[src/hdl/hc5t_pkg.sv]
package hc5t_pkg;

    localparam int IDX_W       = 32;
    localparam int CFG_W       = 16;
    localparam int CFG_IDX_W   = 2;
    localparam int NUM_CORNERS = 8;
    localparam int CORNER_W    = $clog2(NUM_CORNERS);
    localparam int TETS        = 5;
    localparam int TET_W       = $clog2(TETS);
    localparam int SEL_W       = 4 * CORNER_W;

    // queue depth must be a power of two, pointers wrap by overflow
    localparam int Q_DEPTH     = 16;
    localparam int SLOT_W      = $clog2(Q_DEPTH);
    localparam int CNT_W       = SLOT_W + 1;

    // restoring divider steps: full index by plane, then rest by cells_x
    localparam int DIV1_STEPS  = IDX_W;
    localparam int DIV2_STEPS  = IDX_W - CFG_W;

    localparam logic [CFG_IDX_W-1:0] CFG_CELLS_X = CFG_IDX_W'(0);
    localparam logic [CFG_IDX_W-1:0] CFG_CELLS_Y = CFG_IDX_W'(1);

    localparam logic [TET_W-1:0] TET_LAST = TET_W'(TETS - 1);

    typedef logic [IDX_W-1:0]  t_idx;
    typedef logic [SLOT_W-1:0] t_slot;

    typedef struct packed {
        t_idx                          idx;
        logic [NUM_CORNERS-1:0][IDX_W-1:0] corner;
    } t_entry;

    typedef struct packed {
        logic  valid;
        t_slot slot;
        logic  odd;
    } t_done;

    typedef struct packed {
        logic   valid;
        logic   odd;
        t_entry data;
    } t_head;

    typedef struct packed {
        t_idx node_a;
        t_idx node_b;
        t_idx node_c;
        t_idx node_d;
        t_idx source;
        logic odd;
        logic last;
    } t_tet;

    // corner numbers of one tetrahedron, node a in the top bits
    function automatic logic [SEL_W-1:0] split_sel(input logic odd, input logic [TET_W-1:0] tet);
        logic [TET_W:0] code;
        code = {odd, tet};
        case (code)
            {1'b0, 3'd0}: split_sel = {3'd0, 3'd1, 3'd2, 3'd5};
            {1'b0, 3'd1}: split_sel = {3'd0, 3'd2, 3'd3, 3'd7};
            {1'b0, 3'd2}: split_sel = {3'd0, 3'd5, 3'd2, 3'd7};
            {1'b0, 3'd3}: split_sel = {3'd0, 3'd5, 3'd7, 3'd4};
            {1'b0, 3'd4}: split_sel = {3'd5, 3'd2, 3'd7, 3'd6};
            {1'b1, 3'd0}: split_sel = {3'd0, 3'd1, 3'd3, 3'd4};
            {1'b1, 3'd1}: split_sel = {3'd1, 3'd2, 3'd3, 3'd6};
            {1'b1, 3'd2}: split_sel = {3'd1, 3'd3, 3'd4, 3'd6};
            {1'b1, 3'd3}: split_sel = {3'd1, 3'd5, 3'd6, 3'd4};
            {1'b1, 3'd4}: split_sel = {3'd3, 3'd4, 3'd6, 3'd7};
            default:      split_sel = '0;
        endcase
    endfunction

endpackage

[src/hdl/hc5t_queue.sv]
module hc5t_queue (
    input  logic             i_clk,
    input  logic             i_rst_n,
    input  logic             i_push,
    input  hc5t_pkg::t_entry i_entry,
    input  hc5t_pkg::t_done  i_done,
    input  logic             i_pop,
    output hc5t_pkg::t_slot  o_tail,
    output logic             o_full,
    output hc5t_pkg::t_head  o_head
);

    hc5t_pkg::t_entry             r_ring [hc5t_pkg::Q_DEPTH];
    logic                         r_odd  [hc5t_pkg::Q_DEPTH];
    logic                         r_rdy  [hc5t_pkg::Q_DEPTH];
    hc5t_pkg::t_slot              r_head;
    hc5t_pkg::t_slot              r_tail;
    logic [hc5t_pkg::CNT_W-1:0]   r_count;

    always_ff @(posedge i_clk) begin
        if (!i_rst_n) begin
            r_head  <= '0;
            r_tail  <= '0;
            r_count <= '0;
            for (int s = 0; s < hc5t_pkg::Q_DEPTH; s++) begin
                r_rdy[s] <= 1'b0;
            end
        end else begin
            if (i_push) begin
                r_tail <= r_tail + hc5t_pkg::SLOT_W'(1);
            end
            if (i_pop) begin
                r_head <= r_head + hc5t_pkg::SLOT_W'(1);
                r_rdy[r_head] <= 1'b0;
            end
            if (i_push && !i_pop) begin
                r_count <= r_count + hc5t_pkg::CNT_W'(1);
            end else if (!i_push && i_pop) begin
                r_count <= r_count - hc5t_pkg::CNT_W'(1);
            end
            // a slot being popped already has its parity, so these never collide
            if (i_done.valid) begin
                r_rdy[i_done.slot] <= 1'b1;
            end
        end
    end

    always_ff @(posedge i_clk) begin
        if (i_push) begin
            r_ring[r_tail] <= i_entry;
        end
        if (i_done.valid) begin
            r_odd[i_done.slot] <= i_done.odd;
        end
    end

    assign o_tail       = r_tail;
    assign o_full       = r_count == hc5t_pkg::CNT_W'(hc5t_pkg::Q_DEPTH);
    assign o_head.valid = r_rdy[r_head];
    assign o_head.odd   = r_odd[r_head];
    assign o_head.data  = r_ring[r_head];

endmodule

[config.mk]
export PLATFORM = sky130hd
export DESIGN_NAME = hc5t_queue
export DESIGN_NICKNAME = d
export VERILOG_FILES = /design/src/hdl/hc5t_pkg.sv /design/src/hdl/hc5t_queue.sv
export SDC_FILE = /design/constraint.sdc
export NUM_CORES = 2
export LEC_CHECK = 0
export BUFFER_PORTS_ARGS = -buffer_cell sky130_fd_sc_hd__buf_2
export CAP_MARGIN = 20
export CELL_PAD_IN_SITES_DETAIL_PLACEMENT = 1
export CELL_PAD_IN_SITES_GLOBAL_PLACEMENT = 1
export CORE_UTILIZATION = 55
export DETAILED_ROUTE_END_ITERATION = 16
export GPL_TIMING_DRIVEN = 0
export PLACE_DENSITY_LB_ADDON = 0.1
export SLEW_MARGIN = 20
export SYNTH_ARGS = -nofsm -noshare
export SYNTH_HDL_FRONTEND = slang
export SYNTH_MEMORY_MAX_BITS = 65536
export SYNTH_SLANG_ARGS = --single-unit
[constraint.sdc]
create_clock -name i_clk -period 12.2 [get_ports i_clk]
set_input_delay 2.44 -clock i_clk [delete_from_list [all_inputs] [get_ports i_clk]]
set_output_delay 2.44 -clock i_clk [all_outputs]
set_load 0.01 [all_outputs]
==> run_results.csv <==
group,metric,value,unit
global_routing,first_global_vias,89391,
timing,max_freq,137,MHz
routing,via_count,86235,
critical_path,cp.required,9.76,ns
critical_path,crit_type,"register to output port",
timing,setup_viol,0,
critical_path,cp_num_buf_inv,4,
clock_tree,cts_buffers,468,
synth,yosysTopAreaCellShare,0.799,
synth,synth-edff-count,4624,
timing,layout_min_cycle_time,7.28,ns
global_routing,antenna_found_initial,149,
routing,drc,0,
synth,synth_area_leaders,"edfxtp_1, mux4_2, a22oi_1",
clock_tree,numClockSinks,4657,
critical_path,slowest_stage,"clkbuf_1",
routing,antenna_left,0,
critical_path,reg2reg_slack,8.86,ns
timing,finalMaxSlewViolations,0,
synth,postSynthNetCount,7562,
die,core_area,0.315,mm2
clock_tree,tritoncts,"done",
final_layout,regArea,0.140,mm2
routing,vias_per_cell,6.58,
clock_tree,clockRootBuffer,"clkbuf_16",
die,boundaryPins,593,
critical_path,critPathMaxStageDelay,0.93,ns
final_layout,syn_to_final_growth,15.7,%
clock_tree,postCtsHoldBufs,0,
routing,dr.pass1.iters,5,
clock_tree,post_cts_buffers,0,
power,total_leakage_power,63.4,nW
die,die_w,564,um
run,max_cap_viol_count,0,
critical_path,cp-end-kind,"output port",
synth,ys_top_cells_by_count,"edfxtp_1, mux4_2, a22oi_1",
timing,fin_ws,4.92,ns
synth,synth_area_leader_cell,"edfxtp_1",
synth,ys_ff_latch,4657,
global_routing,grt_usage,0.306,
die,die-area,0.318,mm2
placement,dp.cells,12172,
power,p_per_area,171,mW/mm2
die,fp-row-count,206,
status,status,"completed",
power,total_power,34.3,mW
clock_tree,cts-resized-gates,0,
critical_path,critical_path.max_fanout,10,
synth,synth_cells,7250,
clock_tree,clk_latency,0.98,ns
routing,wl_per_cell,37.1,um
placement,preCtsSetupSlack,5.94,ns
timing,tightest_slew,1.21,ns
global_routing,grt_max_degree,38,
final_layout,final_nets,8795,
critical_path,crit_arrival,4.84,ns
timing,period_share,0.597,
synth,synth_most_common_cell,"edfxtp_1",
placement,dpl.hpwl,298000,um
synth,async_reset_ff_frac,0,
synth,synth_warnings,0,
critical_path,cp_top_family,"buffers and inverters",
critical_path,crit_path_start_kind,"register",
timing,max_slew_margin,0.191,
synth,synth-main-ff-cell,"edfxtp_1",
routing,drt_iter0_markers,10205,
clock_tree,cts_buffer_depth,4,
timing,finalSetupTns,0,ns
die,start_util,0.552,
placement,port_buffers,591,
routing,drt_wl_total,486000,um
synth,netlist_area,0.174,mm2
timing,rsz0062_at_grt,"no",
timing,fin_skew,0.0481,ns
critical_path,path_cells,"buf_2, and2_1, clkbuf_1, clkbuf_1, a22oi_1, nand2_1, buf_2",
final_layout,multi_input_area,0.0325,mm2
clock_tree,htree_levels,5,
clock_tree,clk_pin_slew,0.06,ns
min_path,hold_path.class,"register to register",
power,vdd_ir_drop_max,149,uV
timing,finalHoldViolations,0,
die,die_y,564,um
timing,holdWs,0.509,ns
final_layout,fill_cells,24718,
final_layout,fin_cells,13101,
global_routing,gr-total-overflow,0,
synth,syn_area_per_cell,24.0,um2
final_layout,drive_above_1_share,0.309,
synth,ys_types,36,
placement,gp_congestion,0.758,
synth,ys_seq_area_frac,0.803,
global_routing,grt_pass1_wl,676000,um
==> cell type report <==
cell class	count	area share
antenna	61	0.000759
clock buffer	580	0.0611
clock inverter	287	0.0125
timing repair buffer	763	0.0353
buffer	394	0.00877
tap	4160	0.0259
sequential	4657	0.694
inverter	8	0.000149
multi-input combinational	2191	0.162
==> cell usage in the layout, fill, tap and decap left out, drive strengths merged, types with 17 or more instances in the layout <==
cell,Yosys,routed
and2,29,29
a22oi,444,444
clkinv,0,231
o22ai,136,136
nand2,236,236
inv,8,17
o21a,30,30
bufinv,0,38
nor2,85,85
dfxtp,33,33
edfxtp,4624,4624
diode,0,61
buf,190,953
clkbuf,204,784
mux4,1160,1160
==> per-stage QoR <==
step | util | area [um2]
floorplan | - | 174000
global route | 0.639 | 201000
finish | 0.639 | 201000
global placement | 0.578 | 182000
CTS | 0.638 | 201000
detailed placement | 0.591 | 186000
==> final timing paths <==
kind | from | end | depth (start not counted)
min reg2reg | r_count[4] | r_count[4] | 2
max | register | o_head[180] | 7
max reg2reg | o_tail[2] | r_ring[3][230] | 6
min | r_count[4] | r_count[4] | 2
==> per-layer routing <==
metal	vias to the layer above	track usage	share of wire	routed length [um]
li1	33922	-	-	-
met1	46950	0.421	0.38	187000
met2	4445	0.496	0.49	238000
met3	812	0.0679	0.094	45700
met4	106	0.0922	0.030	14700
met5	-	0	0.0014	685
==> where the power goes <==
group	total, mW	leakage (nW)	internal [mW]	switching (mW)
registers	17.8	42.0	17.8	0.0498
clock network	13.9	7.26	7.93	6.02
logic	2.55	14.1	0.994	1.55
==> sequential cells by signal, indices dropped and copies added (netlist names), named ones only <==
register  count
r_head        4
o_tail        4
r_rdy        16
r_count       5
r_odd        16
r_ring     4608
==> kinds of logic (layout without fill, tap and decap cells) <==
kind of cell	count (synthesis)	after routing	share of synthesized area
xor gates and xnor gates	9	9	0.000454
DFF	4657	4657	0.803
adders and majority gates	14	14	0.00105
other	0	61	0
AOI/OAI and AO/OA	619	619	0.0257
and+or+nand+nor	386	386	0.00930
muxes	1163	1163	0.151
buffers and inverters	402	2032	0.0102
==> worst min-delay path, stage by stage, from the launching register on <==
cell,delay (ns)
dfxtp_1,0.32
nand2_1,0.06
mux2i_1,0.07
No activity file was read; power rests on OpenSTA's default activity.
