<file path="config.mk">
export PLATFORM = sky130hd
export DESIGN_NAME = hc5t_back
export DESIGN_NICKNAME = d
export VERILOG_FILES = /design/src/hdl/hc5t_pkg.sv /design/src/hdl/hc5t_back.sv
export SDC_FILE = /design/constraint.sdc
export NUM_CORES = 1
export LEC_CHECK = 0
export BUFFER_PORTS_ARGS = -buffer_cell sky130_fd_sc_hd__buf_2
export CAP_MARGIN = 20
export CORE_UTILIZATION = 40
export CTS_CLUSTER_DIAMETER = 40
export DETAILED_ROUTE_END_ITERATION = 8
export HOLD_SLACK_MARGIN = 0.03
export PLACE_DENSITY_LB_ADDON = 0.12
export SYNTH_ARGS = -nofsm -noshare
export SYNTH_HDL_FRONTEND = slang
export SYNTH_SLANG_ARGS = --single-unit
export TNS_END_PERCENT = 100
</file>
<file path="constraint.sdc">
create_clock -name i_clk -period 59.4 [get_ports i_clk]
set_clock_uncertainty 0.15 [all_clocks]
set_input_delay 5.94 -clock i_clk [delete_from_list [all_inputs] [get_ports i_clk]]
set_output_delay 5.94 -clock i_clk [all_outputs]
set_load 0.01 [all_outputs]
</file>
<file path="src/hdl/hc5t_pkg.sv">
package hc5t_pkg;

    localparam int IDX_W       = 32;
    localparam int CFG_W       = 16;
    localparam int CFG_IDX_W   = 2;
    localparam int NUM_CORNERS = 8;
    localparam int CORNER_W    = $clog2(NUM_CORNERS);
    localparam int TETS        = 5;
    localparam int TET_W       = $clog2(TETS);
    localparam int SEL_W       = 4 * CORNER_W;

    // queue depth must be a power of two, pointers wrap by overflow
    localparam int Q_DEPTH     = 16;
    localparam int SLOT_W      = $clog2(Q_DEPTH);
    localparam int CNT_W       = SLOT_W + 1;

    // restoring divider steps: full index by plane, then rest by cells_x
    localparam int DIV1_STEPS  = IDX_W;
    localparam int DIV2_STEPS  = IDX_W - CFG_W;

    localparam logic [CFG_IDX_W-1:0] CFG_CELLS_X = CFG_IDX_W'(0);
    localparam logic [CFG_IDX_W-1:0] CFG_CELLS_Y = CFG_IDX_W'(1);

    localparam logic [TET_W-1:0] TET_LAST = TET_W'(TETS - 1);

    typedef logic [IDX_W-1:0]  t_idx;
    typedef logic [SLOT_W-1:0] t_slot;

    typedef struct packed {
        t_idx                          idx;
        logic [NUM_CORNERS-1:0][IDX_W-1:0] corner;
    } t_entry;

    typedef struct packed {
        logic  valid;
        t_slot slot;
        logic  odd;
    } t_done;

    typedef struct packed {
        logic   valid;
        logic   odd;
        t_entry data;
    } t_head;

    typedef struct packed {
        t_idx node_a;
        t_idx node_b;
        t_idx node_c;
        t_idx node_d;
        t_idx source;
        logic odd;
        logic last;
    } t_tet;

    // corner numbers of one tetrahedron, node a in the top bits
    function automatic logic [SEL_W-1:0] split_sel(input logic odd, input logic [TET_W-1:0] tet);
        logic [TET_W:0] code;
        code = {odd, tet};
        case (code)
            {1'b0, 3'd0}: split_sel = {3'd0, 3'd1, 3'd2, 3'd5};
            {1'b0, 3'd1}: split_sel = {3'd0, 3'd2, 3'd3, 3'd7};
            {1'b0, 3'd2}: split_sel = {3'd0, 3'd5, 3'd2, 3'd7};
            {1'b0, 3'd3}: split_sel = {3'd0, 3'd5, 3'd7, 3'd4};
            {1'b0, 3'd4}: split_sel = {3'd5, 3'd2, 3'd7, 3'd6};
            {1'b1, 3'd0}: split_sel = {3'd0, 3'd1, 3'd3, 3'd4};
            {1'b1, 3'd1}: split_sel = {3'd1, 3'd2, 3'd3, 3'd6};
            {1'b1, 3'd2}: split_sel = {3'd1, 3'd3, 3'd4, 3'd6};
            {1'b1, 3'd3}: split_sel = {3'd1, 3'd5, 3'd6, 3'd4};
            {1'b1, 3'd4}: split_sel = {3'd3, 3'd4, 3'd6, 3'd7};
            default:      split_sel = '0;
        endcase
    endfunction

endpackage

</file>
<file path="src/hdl/hc5t_back.sv">
module hc5t_back (
    input  logic            i_clk,
    input  logic            i_rst_n,
    input  hc5t_pkg::t_head i_head,
    output logic            o_pop,
    output logic            o_valid,
    output hc5t_pkg::t_tet  o_tet
);

    logic                         r_act;
    logic [hc5t_pkg::TET_W-1:0]   r_tet;
    logic                         r_odd;
    hc5t_pkg::t_entry             r_data;
    logic                         r_out_v;
    hc5t_pkg::t_tet               r_out;
    logic                         load;
    logic [hc5t_pkg::SEL_W-1:0]   sel;

    // next cell is taken while the fifth tetrahedron of the current one goes out
    assign load  = i_head.valid && (!r_act || (r_tet == hc5t_pkg::TET_LAST));
    assign o_pop = load;
    assign sel   = hc5t_pkg::split_sel(r_odd, r_tet);

    always_ff @(posedge i_clk) begin
        if (!i_rst_n) begin
            r_act   <= 1'b0;
            r_tet   <= '0;
            r_out_v <= 1'b0;
        end else begin
            r_out_v <= r_act;
            if (load) begin
                r_act <= 1'b1;
                r_tet <= '0;
            end else if (r_act) begin
                if (r_tet == hc5t_pkg::TET_LAST) begin
                    r_act <= 1'b0;
                end else begin
                    r_tet <= r_tet + hc5t_pkg::TET_W'(1);
                end
            end
        end
    end

    always_ff @(posedge i_clk) begin
        if (load) begin
            r_data <= i_head.data;
            r_odd  <= i_head.odd;
        end
        r_out.node_a <= r_data.corner[sel[4*hc5t_pkg::CORNER_W-1 -: hc5t_pkg::CORNER_W]];
        r_out.node_b <= r_data.corner[sel[3*hc5t_pkg::CORNER_W-1 -: hc5t_pkg::CORNER_W]];
        r_out.node_c <= r_data.corner[sel[2*hc5t_pkg::CORNER_W-1 -: hc5t_pkg::CORNER_W]];
        r_out.node_d <= r_data.corner[sel[hc5t_pkg::CORNER_W-1:0]];
        r_out.source <= r_data.idx;
        r_out.odd    <= r_odd;
        r_out.last   <= r_tet == hc5t_pkg::TET_LAST;
    end

    assign o_valid = r_out_v;
    assign o_tet   = r_out;

endmodule

</file>
==> flow_summary.json <==
{
  "synth_cell_type_count": 42,
  "grt_overflow_total": 0,
  "slowest_delay_ps": 270,
  "start_util_pct": 40.9,
  "yosysTopAreaCell": "edfxtp_1",
  "yosys-top-cells-count": "289 x edfxtp_1, 167 x dfxtp_1, 102 x clkbuf_1",
  "min_period_over_period_pct": 21.3,
  "wl_per_cell_um": 26.2,
  "postRouteAntennaNets": 0,
  "ios": 456,
  "syn_nets": 1792,
  "async_flop_share_pct": 0,
  "final_area_um2": 24000,
  "clk_latency_ps": 610,
  "antenna_found_initial": 15,
  "critPathLaunch": "i_head[289]",
  "cts_buffer_depth": 3,
  "yosysMostFrequentCell": "edfxtp_1",
  "finalCriticalPeriod_ps": 12660,
  "critPathKind": "in2out",
  "reg2reg_to": "r_data[0]",
  "peakVddDrop_mv": 0.0343,
  "syn_inst": 1494,
  "grt_pass1_vias": 15300,
  "worstHoldPathType": "reg2reg",
  "yosysSeqAreaShare_pct": 64.2,
  "switchingPower_uw": 238,
  "area_delta_synth_final_pct": 28.2,
  "cp.arrival_ps": 6570,
  "finalWirelength_um": 67400,
  "p_leak_nw": 9.87,
  "clock.fmax_mhz": 79.0,
  "io_buffers": 455,
  "synth_compound_area_share_pct": 21.4,
  "synth-xor-area-share_pct": 0,
  "swShare_pct": 26.9,
  "crit_path_top_delay_cell": "a21boi_4",
  "synthFlopType": "edfxtp_1",
  "synthSimpleGateAreaFrac_pct": 5.61,
  "crit_fanout": 4,
  "ys_warn_count": 0,
  "reg2reg_from": "r_tet[0]",
  "crit_top_cell": "buf_2",
  "fin_tns_setup_ps": 0,
  "cts_num_sinks": 456,
  "synth_edf_count": 289,
  "num_rows": 78,
  "grt_max_degree": 73,
  "first_pass_iters": 7,
  "worst_pin_slew_ps": 1130,
  "cts_buffers": 72,
  "synth_top_family_by_area": "compound AO/OA/AOI/OAI gates",
  "maxCapViolations": 0,
  "critPathCaptureType": "primary output",
  "seqPwrFrac_pct": 42.6,
  "synth_mux_area_share_pct": 3.86,
  "viasPerCell": 5.99,
  "synthTopCellsByArea": "edfxtp_1 46%, dfxtp_1 18%, mux2i_1 3.8%",
  "nets": 2207,
  "ctsHoldBuffers": 0,
  "synth_area_per_cell_um2": 12.5,
  "cts_resized": 0,
  "setup_slack_ps": 46740,
  "die_w_um": 218,
  "cts_tree": "yes",
  "die_h_um": 218,
  "drive_gt1_share_pct": 32.5,
  "die_area_um2": 47700,
  "reg2regPathDepth": 7,
  "synth_fa_ha_area_share_pct": 0.401,
  "netlist.area_leader.share_pct": 46.4,
  "slew_headroom_pct": 24.4,
  "synth-seq-cells": 456,
  "status": "finished, final reports clean",
  "cts_setup_buffers": 0,
  "finalSetupViolCount": 0,
  "powerDensity_nw_per_um2": 36.9,
  "final-hold-violation-count": 0,
  "dp_slack_ps": 46720,
  "routed-via-count": 15400,
  "power_frac_clock_pct": 46.9,
  "drc": 0,
  "syn_area_um2": 18700,
  "cp.required_ps": 53310,
  "clk_pin_slew_ps": 50,
  "grt_setup_unrepaired": "false",
  "htreeDepth": 3,
  "slew_viol_final": 0,
  "gp_congestion": 0.833,
  "drtIter0Drc": 1446,
  "coreArea_um2": 45800,
  "grt_pass1_wl_um": 97200,
  "post_dp_cell_area_um2": 21500,
  "p_comb_share_pct": 10.5,
  "crit_chain": "buf_2 > a21boi_4 > buf_2",
  "clockRootBuffer": "clkbuf_16",
  "p_int_uw": 647,
  "cp-endpoint": "o_pop",
  "start_kind": "input port",
  "hpwl_um": 40800,
  "track_usage_pct": 27.8,
  "rrSetupSlack_ps": 55120
}
final cells by class:
cell class / count / area, µm²
clock inverter: 53 / 532
inverter: 68 / 255
tap: 600 / 751
multi-input combinational: 823 / 5990
sequential: 456 / 12000
fill: 4003 / 21800
timing repair buffer: 488 / 2540
antenna: 7 / 17.5
clock buffer: 81 / 1890
flip-flops by register name, summed over array words and instances, names as in the netlist:
| signal | cells |
|---|---|
| r_data | 288 |
| o_tet | 162 |
| r_tet | 3 |
| o_valid | 1 |
| r_act | 1 |
| r_odd | 1 |
metrics by stage:
stage | hold slack [ps] | total power, mW | util, % | instances
finish | 186 | 0.885 | 52.4 | 2576
global route | 194 | 0.914 | 52.4 | 2573
CTS | 188 | 0.891 | 52.3 | 2568
detailed placement | 177 | 0.475 | 47.1 | 2434
global placement | 173 | 0.474 | 47.1 | 2434
floorplan | 173 | 0.439 | - | 1494
worst max-delay path, delay by kind of cell:
family | cells | cell delay [ps]
buffers and inverters | 2 | 350
AOI/OAI and AO/OA | 1 | 270
worst min path at each step:
stage | startpoint | to | slack [ps] | cells past startpoint
after floorplan | r_data[264] | o_tet[10] | 170 | 0
after global routing | r_data[271] | o_tet[17] | 190 | 0
after global placement | r_data[258] | o_tet[4] | 170 | 0
final | r_data[271] | o_tet[17] | 190 | 0
after detailed placement | r_data[271] | o_tet[17] | 180 | 0
after CTS | r_data[271] | o_tet[17] | 190 | 0
cells in the final DEF, fill, tap and decap left out, types with 20 or more instances in the layout:
master,instances
o211a_1,33
edfxtp_1,289
o221ai_1,32
clkbuf_16,73
o31ai_1,64
mux2i_1,69
a31oi_1,32
nand2_1,66
buf_2,455
a221oi_1,61
a21oi_1,65
inv_1,67
nor2_1,61
dfxtp_1,166
o211ai_1,63
nor2b_1,38
o21ai_0,32
or4_1,32
inv_6,20
a211oi_1,69
o2bb2ai_1,31
buf_4,32
a311oi_1,33
power groups by stage:
stage | Clock (mW) | Sequential (mW) | Combinational, mW
2_1_floorplan | 0 | 0.397 | 0.0418
3_3_place_gp | 0 | 0.383 | 0.0914
3_5_place_dp | 0 | 0.383 | 0.0922
4_1_cts | 0.421 | 0.377 | 0.0927
5_1_grt | 0.435 | 0.379 | 0.0999
6_report | 0.415 | 0.377 | 0.0928
logic make-up (layout without fill, tap and decap cells):
group                    count (synthesis)  in the layout
AO/OA/AOI/OAI                          532            532
adder cells (fa/ha/maj)                  6              6
buffers and inverters                  215            690
flip-flops                             456            456
multiplexers                            72             72
other                                    0              7
AND/OR/NAND/NOR                        213            213
layer usage:
layer,track usage [%],wire [µm]
met5,0,136
met4,10.4,1940
met3,7.67,6870
met2,43.1,30900
met1,37.0,27600
Power figures use the tool's default switching activity.
